--- src/tvf_pkg.sv ---
package tvf_pkg;

	localparam int unsigned DATA_W     = 32;
	localparam int unsigned LVL_W      = 8;
	localparam int unsigned STEP_W     = LVL_W + 1;
	localparam int unsigned MIN_W      = 16;
	localparam int unsigned MAXS_W     = 8;
	localparam int unsigned CFG_W      = 16;
	localparam int unsigned CNT_W      = $clog2(DATA_W);
	localparam int unsigned MAX_VOLUME = 255;
	localparam int unsigned MAX_DIVISOR = 1024;
	localparam int unsigned MIN_STEP_TIME_RESET = 100;
	localparam int unsigned MAX_STEPS_RESET     = 127;

	typedef enum logic [1:0] {
		OP_TICK  = 2'd0,
		OP_START = 2'd1,
		OP_STOP  = 2'd2,
		OP_SET   = 2'd3
	} op_t;

	typedef enum logic [1:0] {
		PH_IDLE   = 2'd0,
		PH_ACTIVE = 2'd1,
		PH_ENDED  = 2'd3
	} phase_t;

	typedef enum logic {
		REG_MIN_STEP_TIME = 1'b0,
		REG_MAX_STEPS     = 1'b1
	} reg_idx_t;

	typedef enum logic [1:0] {
		ST_IDLE,
		ST_DIV_T,
		ST_DIV_N,
		ST_DIV_S
	} seq_state_t;

	function automatic logic [LVL_W-1:0] clamp_level(input logic [LVL_W-1:0] x);
		logic [LVL_W-1:0] r;
		r = x;
		if (DATA_W'(x) > DATA_W'(MAX_VOLUME)) begin
			r = LVL_W'(MAX_VOLUME);
		end
		return r;
	endfunction

endpackage

--- src/tvf_if.sv ---
interface tvf_cmd_if;
	logic                        valid;
	logic                        ready;
	logic [1:0]                  op;
	logic [tvf_pkg::DATA_W-1:0]  now_ms;
	logic [tvf_pkg::DATA_W-1:0]  fade_ms;
	logic [tvf_pkg::LVL_W-1:0]   target_volume;
	logic                        power_on;
	logic                        restore;
	logic [tvf_pkg::LVL_W-1:0]   new_volume;

	modport source (
		output valid, op, now_ms, fade_ms, target_volume, power_on, restore, new_volume,
		input  ready
	);
	modport sink (
		input  valid, op, now_ms, fade_ms, target_volume, power_on, restore, new_volume,
		output ready
	);
endinterface

interface tvf_status_if;
	logic                       valid;
	logic                       ready;
	logic [tvf_pkg::LVL_W-1:0]  volume;
	logic                       fade_active;
	logic [1:0]                 fade_phase;

	modport source (
		output valid, volume, fade_active, fade_phase,
		input  ready
	);
	modport sink (
		input  valid, volume, fade_active, fade_phase,
		output ready
	);
endinterface

--- src/timed_volume_fade.sv ---
// Tick, stop, set volume and starts that need no division give their result in the
// cycle after the request is taken; a start that opens a fade with a nonzero fade
// time runs two or three passes of one shared bit-serial divider.
// Throughput: one request at a time; the next request is taken once the result has gone.
// Reset (arst_n low, asynchronous): level, phase and fade state clear to zero, except
// the latched fade time and distance; min_step_time returns to 100, max_steps to 127.
module timed_volume_fade (
	input  logic                       clk,
	input  logic                       arst_n,
	tvf_cmd_if.sink                    cmd,
	tvf_status_if.source               status,
	input  logic                       wr_en,
	input  logic                       wr_index,
	input  logic [tvf_pkg::CFG_W-1:0]  wr_data
);

	localparam int unsigned DW = tvf_pkg::DATA_W;
	localparam int unsigned LW = tvf_pkg::LVL_W;
	localparam int unsigned SW = tvf_pkg::STEP_W;

	tvf_pkg::seq_state_t       state_q, state_d;
	tvf_pkg::phase_t           phase_q;
	logic [tvf_pkg::MIN_W-1:0]  min_step_q;
	logic [tvf_pkg::MAXS_W-1:0] max_steps_q;
	logic [LW-1:0]             cur_q, saved_q, goal_q;
	logic [DW-1:0]             interval_q, last_q, fade_q;
	logic signed [SW-1:0]      amount_q, dist_q;
	logic                      out_valid_q;

	logic                      cmd_acc;
	logic                      item_done;
	logic                      div_start, div_done;
	logic [DW-1:0]             div_dividend, div_divisor, div_quot;
	logic [LW-1:0]             tgt_c, nv_c, next_lvl;
	logic signed [SW-1:0]      dist_c, dist_now, s_c;
	logic [LW-1:0]             abs_dist;
	logic [DW-1:0]             n_eff, d_c;
	logic [SW-1:0]             mag, q9;
	logic [SW-1:0]             gap_up, gap_dn;
	logic                      tick_due;

	assign cmd_acc   = cmd.valid && cmd.ready;
	assign cmd.ready = (state_q == tvf_pkg::ST_IDLE) && (!out_valid_q || status.ready);

	assign tgt_c    = tvf_pkg::clamp_level(cmd.target_volume);
	assign nv_c     = tvf_pkg::clamp_level(cmd.new_volume);
	assign dist_c   = $signed({1'b0, tgt_c}) - $signed({1'b0, cur_q});
	assign dist_now = (state_q == tvf_pkg::ST_IDLE) ? dist_c : dist_q;
	assign abs_dist = dist_now[SW-1] ? LW'(-dist_now) : LW'(dist_now);
	assign n_eff    = (max_steps_q == '0) ? DW'(1) : DW'(max_steps_q);
	assign d_c      = (div_quot > DW'(tvf_pkg::MAX_DIVISOR)) ? DW'(tvf_pkg::MAX_DIVISOR)
	                                                        : div_quot;
	assign tick_due = (phase_q == tvf_pkg::PH_ACTIVE) && ((cmd.now_ms - last_q) > interval_q);

	always_comb begin
		q9 = div_quot[SW-1:0];
		s_c = dist_q[SW-1] ? -$signed(q9) : $signed(q9);
		if (s_c == '0) begin
			s_c = dist_q[SW-1] ? -SW'(1) : SW'(1);
		end
	end

	always_comb begin
		mag    = amount_q[SW-1] ? SW'(-amount_q) : SW'(amount_q);
		gap_up = {1'b0, goal_q} - {1'b0, cur_q};
		gap_dn = {1'b0, cur_q} - {1'b0, goal_q};
		next_lvl = cur_q;
		if (amount_q > 0) begin
			if (cur_q < goal_q && mag < gap_up) begin
				next_lvl = cur_q + mag[LW-1:0];
			end else begin
				next_lvl = goal_q;
			end
		end else if (amount_q < 0) begin
			if (cur_q > goal_q && mag < gap_dn) begin
				next_lvl = cur_q - mag[LW-1:0];
			end else begin
				next_lvl = goal_q;
			end
		end
	end

	always_comb begin
		state_d      = state_q;
		div_start    = 1'b0;
		div_dividend = fade_q;
		div_divisor  = n_eff;
		item_done    = 1'b0;
		case (state_q)
			tvf_pkg::ST_IDLE: begin
				if (cmd_acc) begin
					if (tvf_pkg::op_t'(cmd.op) == tvf_pkg::OP_START && cmd.power_on
					    && dist_c != '0 && cmd.fade_ms != '0) begin
						div_start    = 1'b1;
						div_dividend = cmd.fade_ms;
						div_divisor  = n_eff;
						state_d      = tvf_pkg::ST_DIV_T;
					end else begin
						item_done = 1'b1;
					end
				end
			end
			tvf_pkg::ST_DIV_T: begin
				if (div_done) begin
					div_start = 1'b1;
					if (div_quot < DW'(min_step_q)) begin
						div_dividend = fade_q;
						div_divisor  = DW'(min_step_q);
						state_d      = tvf_pkg::ST_DIV_N;
					end else begin
						div_dividend = DW'(abs_dist);
						div_divisor  = n_eff;
						state_d      = tvf_pkg::ST_DIV_S;
					end
				end
			end
			tvf_pkg::ST_DIV_N: begin
				if (div_done) begin
					if (div_quot == '0) begin
						item_done = 1'b1;
						state_d   = tvf_pkg::ST_IDLE;
					end else begin
						div_start    = 1'b1;
						div_dividend = DW'(abs_dist);
						div_divisor  = d_c;
						state_d      = tvf_pkg::ST_DIV_S;
					end
				end
			end
			tvf_pkg::ST_DIV_S: begin
				if (div_done) begin
					item_done = 1'b1;
					state_d   = tvf_pkg::ST_IDLE;
				end
			end
			default: state_d = tvf_pkg::ST_IDLE;
		endcase
	end

	always_ff @(posedge clk or negedge arst_n) begin
		if (!arst_n) begin
			state_q <= tvf_pkg::ST_IDLE;
		end else begin
			state_q <= state_d;
		end
	end

	always_ff @(posedge clk or negedge arst_n) begin
		if (!arst_n) begin
			min_step_q  <= tvf_pkg::MIN_W'(tvf_pkg::MIN_STEP_TIME_RESET);
			max_steps_q <= tvf_pkg::MAXS_W'(tvf_pkg::MAX_STEPS_RESET);
		end else if (wr_en) begin
			case (tvf_pkg::reg_idx_t'(wr_index))
				tvf_pkg::REG_MIN_STEP_TIME: min_step_q  <= wr_data[tvf_pkg::MIN_W-1:0];
				tvf_pkg::REG_MAX_STEPS:     max_steps_q <= wr_data[tvf_pkg::MAXS_W-1:0];
				default: ;
			endcase
		end
	end

	always_ff @(posedge clk or negedge arst_n) begin
		if (!arst_n) begin
			out_valid_q <= 1'b0;
		end else if (item_done) begin
			out_valid_q <= 1'b1;
		end else if (status.ready) begin
			out_valid_q <= 1'b0;
		end
	end

	always_ff @(posedge clk or negedge arst_n) begin
		if (!arst_n) begin
			phase_q    <= tvf_pkg::PH_IDLE;
			cur_q      <= '0;
			saved_q    <= '0;
			goal_q     <= '0;
			interval_q <= '0;
			amount_q   <= '0;
			last_q     <= '0;
		end else begin
			case (state_q)
				tvf_pkg::ST_IDLE: begin
					if (cmd_acc) begin
						case (tvf_pkg::op_t'(cmd.op))
							tvf_pkg::OP_TICK: begin
								if (tick_due) begin
									last_q <= cmd.now_ms;
									if (cur_q == goal_q) begin
										phase_q <= tvf_pkg::PH_ENDED;
									end else begin
										cur_q <= next_lvl;
									end
								end
							end
							tvf_pkg::OP_START: begin
								phase_q <= tvf_pkg::PH_IDLE;
								if (cmd.power_on) begin
									saved_q <= cur_q;
									if (dist_c != '0) begin
										goal_q  <= tgt_c;
										phase_q <= tvf_pkg::PH_ACTIVE;
										last_q  <= cmd.now_ms;
										if (cmd.fade_ms == '0) begin
											interval_q <= '0;
											amount_q   <= dist_c;
										end
									end
								end
							end
							tvf_pkg::OP_STOP: begin
								if (phase_q != tvf_pkg::PH_IDLE) begin
									if (cmd.restore) begin
										cur_q <= saved_q;
									end
									phase_q <= tvf_pkg::PH_IDLE;
								end
							end
							tvf_pkg::OP_SET: cur_q <= nv_c;
							default: ;
						endcase
					end
				end
				tvf_pkg::ST_DIV_T: begin
					if (div_done) begin
						if (div_quot < DW'(min_step_q)) begin
							interval_q <= DW'(min_step_q);
						end else begin
							interval_q <= div_quot;
						end
					end
				end
				tvf_pkg::ST_DIV_N: begin
					if (div_done && div_quot == '0) begin
						amount_q <= dist_q;
					end
				end
				tvf_pkg::ST_DIV_S: begin
					if (div_done) begin
						amount_q <= s_c;
					end
				end
				default: ;
			endcase
		end
	end

	always_ff @(posedge clk) begin
		if (cmd_acc) begin
			fade_q <= cmd.fade_ms;
			dist_q <= dist_c;
		end
	end

	tvf_div u_div (
		.clk      (clk),
		.arst_n   (arst_n),
		.start    (div_start),
		.dividend (div_dividend),
		.divisor  (div_divisor),
		.done     (div_done),
		.quotient (div_quot)
	);

	assign status.valid       = out_valid_q;
	assign status.volume      = cur_q;
	assign status.fade_active = (phase_q == tvf_pkg::PH_ACTIVE);
	assign status.fade_phase  = phase_q;

endmodule

--- src/tvf_div.sv ---
module tvf_div (
	input  logic                       clk,
	input  logic                       arst_n,
	input  logic                       start,
	input  logic [tvf_pkg::DATA_W-1:0] dividend,
	input  logic [tvf_pkg::DATA_W-1:0] divisor,
	output logic                       done,
	output logic [tvf_pkg::DATA_W-1:0] quotient
);

	logic                         busy_q;
	logic                         done_q;
	logic [tvf_pkg::CNT_W-1:0]    cnt_q;
	logic [tvf_pkg::DATA_W-1:0]   rem_q;
	logic [tvf_pkg::DATA_W-1:0]   quo_q;
	logic [tvf_pkg::DATA_W-1:0]   dsr_q;
	logic [tvf_pkg::DATA_W:0]     trial;
	logic [tvf_pkg::DATA_W:0]     diff;

	assign trial = {rem_q, quo_q[tvf_pkg::DATA_W-1]};
	assign diff  = trial - {1'b0, dsr_q};

	always_ff @(posedge clk or negedge arst_n) begin
		if (!arst_n) begin
			busy_q <= 1'b0;
			done_q <= 1'b0;
			cnt_q  <= '0;
		end else if (start) begin
			busy_q <= 1'b1;
			done_q <= 1'b0;
			cnt_q  <= '0;
		end else if (busy_q) begin
			cnt_q <= cnt_q + 1'b1;
			if (cnt_q == tvf_pkg::CNT_W'(tvf_pkg::DATA_W - 1)) begin
				busy_q <= 1'b0;
				done_q <= 1'b1;
			end
		end else begin
			done_q <= 1'b0;
		end
	end

	always_ff @(posedge clk) begin
		if (start) begin
			rem_q <= '0;
			quo_q <= dividend;
			dsr_q <= divisor;
		end else if (busy_q) begin
			if (!diff[tvf_pkg::DATA_W]) begin
				rem_q <= diff[tvf_pkg::DATA_W-1:0];
				quo_q <= {quo_q[tvf_pkg::DATA_W-2:0], 1'b1};
			end else begin
				rem_q <= trial[tvf_pkg::DATA_W-1:0];
				quo_q <= {quo_q[tvf_pkg::DATA_W-2:0], 1'b0};
			end
		end
	end

	assign done     = done_q;
	assign quotient = quo_q;

endmodule

--- src/flat_wrapper.sv ---
// flat-port wrapper written by rule: the top's interface ports become plain ports
module timed_volume_fade_flat 
  (clk, arst_n, wr_en, wr_index, wr_data, cmd_valid, cmd_op, cmd_now_ms, cmd_fade_ms, cmd_target_volume, cmd_power_on, cmd_restore, cmd_new_volume, cmd_ready, status_valid, status_volume, status_fade_active, status_fade_phase, status_ready);
  tvf_cmd_if cmd_i ();
  tvf_status_if status_i ();
  input  logic clk;
  input  logic arst_n;
  input  logic wr_en;
  input  logic wr_index;
  input  logic [tvf_pkg::CFG_W-1:0] wr_data;
  input wire logic [$bits(cmd_i.valid)-1:0] cmd_valid;
  input wire logic [$bits(cmd_i.op)-1:0] cmd_op;
  input wire logic [$bits(cmd_i.now_ms)-1:0] cmd_now_ms;
  input wire logic [$bits(cmd_i.fade_ms)-1:0] cmd_fade_ms;
  input wire logic [$bits(cmd_i.target_volume)-1:0] cmd_target_volume;
  input wire logic [$bits(cmd_i.power_on)-1:0] cmd_power_on;
  input wire logic [$bits(cmd_i.restore)-1:0] cmd_restore;
  input wire logic [$bits(cmd_i.new_volume)-1:0] cmd_new_volume;
  output wire logic [$bits(cmd_i.ready)-1:0] cmd_ready;
  output wire logic [$bits(status_i.valid)-1:0] status_valid;
  output wire logic [$bits(status_i.volume)-1:0] status_volume;
  output wire logic [$bits(status_i.fade_active)-1:0] status_fade_active;
  output wire logic [$bits(status_i.fade_phase)-1:0] status_fade_phase;
  input wire logic [$bits(status_i.ready)-1:0] status_ready;
  assign cmd_i.valid = cmd_valid;
  assign cmd_i.op = cmd_op;
  assign cmd_i.now_ms = cmd_now_ms;
  assign cmd_i.fade_ms = cmd_fade_ms;
  assign cmd_i.target_volume = cmd_target_volume;
  assign cmd_i.power_on = cmd_power_on;
  assign cmd_i.restore = cmd_restore;
  assign cmd_i.new_volume = cmd_new_volume;
  assign cmd_ready = cmd_i.ready;
  assign status_valid = status_i.valid;
  assign status_volume = status_i.volume;
  assign status_fade_active = status_i.fade_active;
  assign status_fade_phase = status_i.fade_phase;
  assign status_i.ready = status_ready;
  timed_volume_fade u_core (.clk(clk), .arst_n(arst_n), .cmd(cmd_i), .status(status_i), .wr_en(wr_en), .wr_index(wr_index), .wr_data(wr_data));
endmodule
--- config.mk ---
export PLATFORM = sky130hd
export DESIGN_NAME = timed_volume_fade_flat
export DESIGN_NICKNAME = d
export VERILOG_FILES = /design/src/tvf_pkg.sv /design/src/tvf_if.sv /design/src/timed_volume_fade.sv /design/src/tvf_div.sv /design/src/flat_wrapper.sv
export SDC_FILE = /design/constraint.sdc
export NUM_CORES = 1
export LEC_CHECK = 0
export BUFFER_PORTS_ARGS = -buffer_cell sky130_fd_sc_hd__buf_2
export CAP_MARGIN = 20
export CORE_MARGIN = 2
export CORE_UTILIZATION = 55
export CTS_CLUSTER_SIZE = 8
export DETAILED_ROUTE_END_ITERATION = 10
export PLACE_DENSITY_LB_ADDON = 0.15
export RECOVER_POWER = 100
export REMOVE_ABC_BUFFERS = 1
export SLEW_MARGIN = 0
export SYNTH_ARGS = -nofsm -noshare
export SYNTH_HDL_FRONTEND = slang
export SYNTH_HIERARCHICAL = 1
export SYNTH_SLANG_ARGS = --single-unit
--- constraint.sdc ---
create_clock -name clk -period 6.3 [get_ports clk]
set_input_delay 1.26 -clock clk [delete_from_list [all_inputs] [get_ports clk]]
set_output_delay 1.26 -clock clk [all_outputs]
set_load 0.03 [all_outputs]
==> qor.yml, run 1 <==
status: "finished, violations left"
violations: "max-capacitance violations, max-slew violations"
drc: 0
totalWireLength_mm: 48.0
relSlewSlack_pct: -59.1
seq_area_frac_synth_pct: 37.3
synth.avg_cell_area_um2: 9.41
antenna_found_initial: 2
gp_congestion: 0.900
crit_path_max_fanout: 16
pwr_density_cell_mw_per_mm2: 617
grt_pass1_wl_mm: 78.0
die-width_um: 191
crit_chain: "buf_2, ha_1, nor2b_1, o21ai_0, o221ai_1, xor2_1, or4_1, o31ai_2, clkbuf_1, nor2_1, a221o_1, mux2_2"
leakage_nw: 9.30
syn_area_mm2: 0.0191
crit_required_ps: 6580
clk_pin_slew_ps: 50
nNetsFinal: 2461
cts_buffers: 39
worst_ep_arrival_time_ps: 6180
ys_warn_count: 6
io-pin-count: 119
cts.path.max_buffers: 3
min_path_cells: 2
drive_gt1_share_pct: 12.9
critPathCaptureType: "register"
synth-edff-count: 105
skew_ps: 17.7
avgViaCountPerCell: 5.89
slew_violations: 103
drtIter0Drc: 992
cap_violations: 3
ys_seq_elements: 270
dieHeight_um: 191
max_stage_delay_ps: 1240
clock_sinks: 270
nFillCells: 3009
ir_drop_uv: 310
wl_per_cell_um: 18.1
multi_input_area_mm2: 0.0111
vias: 15700
ys_types: 88
io_buffers: 118
post-route-min-period_ps: 5900
hold_viol: 0
min_period_over_period_pct: 93.6
start_util_pct: 55.7
layout_setup_ws_ps: 404
reg2regPathDepth: 12
grt_usage_pct: 26.7
cts_tree: "built"
first_global_vias: 15400
core_area_mm2: 0.0344
cts_root_buf: "clkbuf_16"
path_class: "primary input to register"
ys_async_sr_fraction_pct: 49.3
syn_to_final_growth_pct: 12.1
postSynthCellCount: 2033
worstHoldPathType: "register to register"
dpl.hpwl_mm: 35.4
power_mw: 13.2
drtPass1Iterations: 7
post-route-util_pct: 62.4
worstSetupStartpointType: "primary input"
drtAntennaViolNets: 0
max_freq_mhz: 170
dp_slack_ps: -282
cpMaxStageDelayCell: "o31ai_2"
rows: 68
yosys_most_used_dff: "dfrtp_1"
h-tree-depth: 2
grt_max_degree: 104
holdWs_ps: 478
postCtsHoldBufs: 0
tightest_slew_ps: 2390
setup_viol: 0
rsz0062_at_grt: "false"
clk_latency_ps: 530
fp.dieArea_mm2: 0.0363
gr-total-overflow: 0
regArea_mm2: 0.00714
[sequential cells by signal, indices dropped and copies added (netlist names)]
name                      cells
u_core/u_div/rem_q           32
u_core/u_div/busy_q           1
u_core/goal_q                 8
u_core/status.valid           1
u_core/status.fade_phase      2
u_core/dist_q                 9
u_core/min_step_q            16
u_core/u_div/dsr_q           32
u_core/u_div/done             1
u_core/u_div/cnt_q            5
u_core/state_q                2
u_core/saved_q                8
u_core/fade_q                32
u_core/u_div/quotient        32
u_core/last_q                32
u_core/max_steps_q            8
u_core/status.volume          8
u_core/amount_q               9
u_core/interval_q            32
[metrics by stage]
stage	setup TNS, ps	cells	area [um2]
after floorplan	-416330	1970	18900
after global placement	-1730	2582	20400
after detailed placement	-6510	2582	20400
after CTS	0	2652	21500
after global routing	0	2654	21500
final	0	2657	21500
[Yosys cell counts, types with 5 or more instances]
| cell | n | area, um2 |
|---|---|---|
| nand2_1 | 182 | 683 |
| ha_1 | 179 | 2240 |
| inv_1 | 176 | 661 |
| dfrtp_1 | 123 | 3080 |
| nor2_1 | 113 | 424 |
| a21oi_1 | 112 | 561 |
| edfxtp_1 | 105 | 3150 |
| o21ai_0 | 104 | 521 |
| nand3_1 | 90 | 450 |
| mux2_2 | 88 | 991 |
| clkbuf_1 | 66 | 248 |
| mux2i_1 | 59 | 591 |
| xnor2_1 | 57 | 499 |
| a21o_1 | 54 | 405 |
| a211oi_1 | 39 | 293 |
| xor2_1 | 37 | 324 |
| dfxtp_1 | 32 | 641 |
| nand2b_1 | 28 | 175 |
| nor2b_1 | 25 | 156 |
| and3_1 | 23 | 144 |
| nand4_1 | 23 | 144 |
| o31ai_1 | 23 | 173 |
| a22oi_1 | 21 | 158 |
| nor3_1 | 21 | 105 |
| nor4_1 | 19 | 119 |
| o21a_1 | 19 | 143 |
| a31oi_1 | 16 | 100 |
| o211ai_1 | 16 | 120 |
| o21bai_1 | 15 | 113 |
| a221o_1 | 10 | 100 |
| dfstp_2 | 10 | 263 |
| a21boi_0 | 9 | 67.6 |
| or2_2 | 9 | 56.3 |
| and2_1 | 7 | 43.8 |
| fa_1 | 7 | 140 |
| a2111oi_0 | 6 | 52.6 |
| a41oi_1 | 5 | 43.8 |
| and4_1 | 5 | 43.8 |
| buf_2 | 5 | 25.0 |
| nand3b_1 | 5 | 37.5 |
| o221ai_1 | 5 | 43.8 |
| o22ai_1 | 5 | 31.3 |
| or4_1 | 5 | 37.5 |
[cell usage in the layout, fill, tap and decap left out, types with 9 or more instances in the layout]
cell type	count
nand2_1	182
ha_1	178
inv_1	176
dfrtp_1	122
nor2_1	113
a21oi_1	112
o21ai_0	105
edfxtp_1	105
nand3_1	89
mux2_2	88
clkbuf_1	82
buf_2	70
mux2i_1	59
xnor2_1	57
a21o_1	54
clkbuf_16	41
a211oi_1	38
xor2_1	37
dfxtp_1	32
nand2b_1	28
buf_4	28
nor2b_1	24
nand4_1	23
o31ai_1	23
and3_1	22
nor3_1	21
a22oi_1	21
o21a_1	19
nor4_1	17
a31oi_1	16
o211ai_1	16
conb_1	16
o21bai_1	15
a221o_1	10
dfstp_2	10
or2_2	9
a21boi_0	9
[report_power, final]
part | switching [mW] | internal, mW
clock | 0.768 | 1.21
combinational | 4.58 | 3.50
sequential | 0.579 | 2.59
[cell families after synthesis]
logic type               synth area share, %
AO/OA/AOI/OAI                           17.9
AND/OR/NAND/NOR                         14.5
flip-flops                              37.3
other                                 0.0196
multiplexers                            8.26
buffers and inverters                   5.17
adder cells (fa/ha/maj)                 12.4
XOR/XNOR                                4.45
[layout make-up]
cell class / count / share of cell area, %
sequential: 270 / 33.3
antenna: 4 / 0.0466
timing repair buffer: 158 / 3.87
multi-input combinational: 1524 / 51.8
clock buffer: 70 / 5.34
inverter: 176 / 3.08
tap: 455 / 2.65
[critical path: cells and delay by family]
family | cells | cell delay, ps
mux | 1 | 280
simple gates | 3 | 1010
xor+xnor | 1 | 240
compound gates | 4 | 2390
fa+ha+maj | 1 | 280
buf+inv | 2 | 710
[path summary, 6_finish.rpt]
kind	slack (ps)	to	startpoint
worst min-delay path	480	u_core/interval_q[26]	u_core/interval_q[26]
worst min register to register	480	u_core/interval_q[26]	u_core/interval_q[26]
min in group asynchronous	830	u_core/last_q[7]	arst_n
worst max-delay path	400	u_core/u_div/quotient[3]	cmd_target_volume[1]
max in group asynchronous	2840	u_core/interval_q[30]	arst_n
worst max register to register	410	u_core/u_div/quotient[3]	u_core/status.volume[1]
[metal layers]
metal	vias up	routed length (um)	track usage (%)
met1	7490	21700	36.9
met2	466	22200	43.2
li1	7639	-	-
met4	0	963	8.38
met5	-	0	0
met3	68	3220	4.31
[repair_timing]
item	CTS	global route
setup buffers	0	1
setup endpoints to repair	0	41
endpoints found under the hold margin	0	0
gates resized for setup	0	5
Power figures use the tool's default switching activity.
==> run 2: changes to the inputs <==
--- a/config.mk
+++ b/config.mk
@@ -11,7 +11,7 @@
 export CORE_UTILIZATION = 55
 export CTS_CLUSTER_SIZE = 8
 export DETAILED_ROUTE_END_ITERATION = 10
-export PLACE_DENSITY_LB_ADDON = 0.15
+export PLACE_DENSITY = 0.76
 export RECOVER_POWER = 100
 export REMOVE_ABC_BUFFERS = 1
 export SLEW_MARGIN = 0
==> constraint.sdc (replaced) <==
create_clock -name clk -period 5.33 [get_ports clk]
set_input_delay 1.066 -clock clk [delete_from_list [all_inputs] [get_ports clk]]
set_output_delay 1.066 -clock clk [all_outputs]
set_load 0.03 [all_outputs]
==> run 2 against run 1 <==
Combinational power increased by 25%. Global-route usage increased by 0.50 points. Critical path type unchanged. Power increased by 22%. The flow finishes with violations (max-capacitance violations, max-slew violations, negative setup slack).
==> qor.yml, run 2 (synthesis results as in run 1) <==
grt_max_degree: 104
final_common_cell: "nand2_1"
antenna_found_initial: 0
pwr_density_cell_mw_per_mm2: 728
dp_slack_ps: -1030
avgViaCountPerCell: 6.00
layout_common_cells: "nand2_1 (181), ha_1 (178), inv_1 (174)"
min_period_over_period_pct: 101
crit_path_max_fanout: 8
rsz0062_at_grt: "true"
intPower_mw: 8.93
io-pin-count: 119
path_class: "primary input to register"
gp_congestion: 0.884
seqPwrFrac_pct: 23.2
postCtsHoldBufs: 0
worstSetupStartpointType: "primary input"
fp.dieArea_mm2: 0.0363
ir_drop_uv: 880
worst_ep_arrival_time_ps: 5790
antenna_cells: 0
slew_violations: 136
critPathCaptureType: "register"
switching_power_mw: 7.26
grt_pass1_wl_mm: 80.2
cap_violations: 2
worstHoldPathType: "register to register"
p_sw_share_pct: 44.8
vias: 16300
crit_required_ps: 5740
relSlewSlack_pct: -65.7
comb_power_share_pct: 62.5
drtAntennaViolNets: 0
rows: 68
post-route-min-period_ps: 5380
clk_latency_ps: 530
cts_tree: "built"
layout_setup_ws_ps: -47.3
cts_buffers: 39
grt_usage_pct: 27.2
violations: "max-capacitance violations, max-slew violations, negative setup slack"
clock_sinks: 270
drc: 0
gr-total-overflow: 0
cts.path.max_buffers: 3
holdWs_ps: 480
first_global_vias: 15900
dieHeight_um: 191
die-width_um: 191
pwr-share-clk_pct: 14.3
io_buffers: 118
setup_viol: 30
core_area_mm2: 0.0344
drive_gt1_share_pct: 16.4
cts_root_buf: "clkbuf_16"
nNetsFinal: 2524
syn_to_final_growth_pct: 16.2
hold_viol: 0
h-tree-depth: 2
totalWireLength_mm: 50.3
wl_per_cell_um: 18.5
dpl.hpwl_mm: 35.9
tightest_slew_ps: 2490
start_util_pct: 55.7
skew_ps: 12.9
clk_pin_slew_ps: 50
leakage_nw: 9.73
final_area_mm2: 0.0222
place_area_mm2: 0.0208
status: "finished, violations left"
drtPass1Iterations: 6
drtIter0Drc: 1346
max_freq_mhz: 186
==> run 2: changes by cell type in the layout (fill, tap and decap cells not counted), sizes merged <==
| cell | before | now |
|---|---|---|
| buf | 101 | 173 |
| clkbuf | 127 | 114 |
| clkinv | 0 | 1 |
| diode | 4 | 0 |
| inv | 176 | 177 |
==> run 2: repair_timing <==
item | CTS | global route
gates resized for setup | 19 | 40
endpoints found under the setup margin | 42 | 42
buffers inserted | 6 | 2
gates cloned | 2 | 1
pin swaps | 12 | 8
==> run 2: metal layers <==
layer	global-route usage (%)	vias up	share of wire, %
met4	7.84	0	2.5
met3	4.66	93	7.6
li1	-	7754	-
met5	0	-	0
met2	45.5	617	47
met1	36.4	7827	43
==> run 2: cell type report <==
type,count,area [um2]
Sequential cell,270,7140
Clock inverter,2,25.0
Inverter,176,663
Fill cell,2800,12100
Clock buffer,66,1100
Multi-Input combinational cell,1524,11300
Tap cell,455,569
Timing Repair Buffer,221,1420
==> run 2: critical path, cell delays in order <==
cell	delay [ps]
buf_2	110
ha_1	320
a2111o_1	460
o21ai_2	160
buf_4	130
a21o_1	160
a21oi_2	110
a21o_1	230
or2_2	280
a21oi_1	180
xnor2_1	100
ha_1	290
and4_1	200
nand2_1	80
or2_2	300
o211ai_1	190
a21oi_1	120
o211ai_1	150
nand3b_1	170
buf_4	180
a21oi_4	130
buf_6	150
clkbuf_16	170
mux2_2	340
==> run 2: through the flow <==
stage	utilization [%]	power, mW	TNS [ps]	std cells
after floorplan	-	10.8	-580060	1970
after global placement	60.5	13.1	-34220	2635
after detailed placement	60.5	13.5	-40020	2635
after CTS	64.3	15.9	-51.6	2710
after global routing	64.7	17.5	-9780	2714
final	64.7	16.2	-458	2714
==> run 2: power groups by stage <==
| stage | Sequential [mW] | Combinational [mW] | Clock, mW |
|---|---|---|---|
| after floorplan | 3.66 | 7.12 | 0 |
| after global placement | 3.72 | 9.33 | 0 |
| after detailed placement | 3.76 | 9.69 | 0 |
| after CTS | 3.74 | 9.84 | 2.36 |
| after global routing | 3.85 | 11.2 | 2.45 |
| final | 3.76 | 10.1 | 2.32 |
==> run 2: path summary, 6_finish.rpt <==
path / start / end / slack [ps] / depth (start not counted)
setup / recovery: cmd_now_ms[6] / u_core/last_q[0] / -50 / 24
hold / removal: u_core/interval_q[11] / u_core/interval_q[11] / 480 / 2
setup reg to reg: u_core/last_q[6] / u_core/last_q[0] / 220 / 24
hold reg to reg: u_core/interval_q[11] / u_core/interval_q[11] / 480 / 2
max in group asynchronous: arst_n / u_core/goal_q[7] / 980 / 2
min in group asynchronous: arst_n / u_core/last_q[5] / 1290 / 1
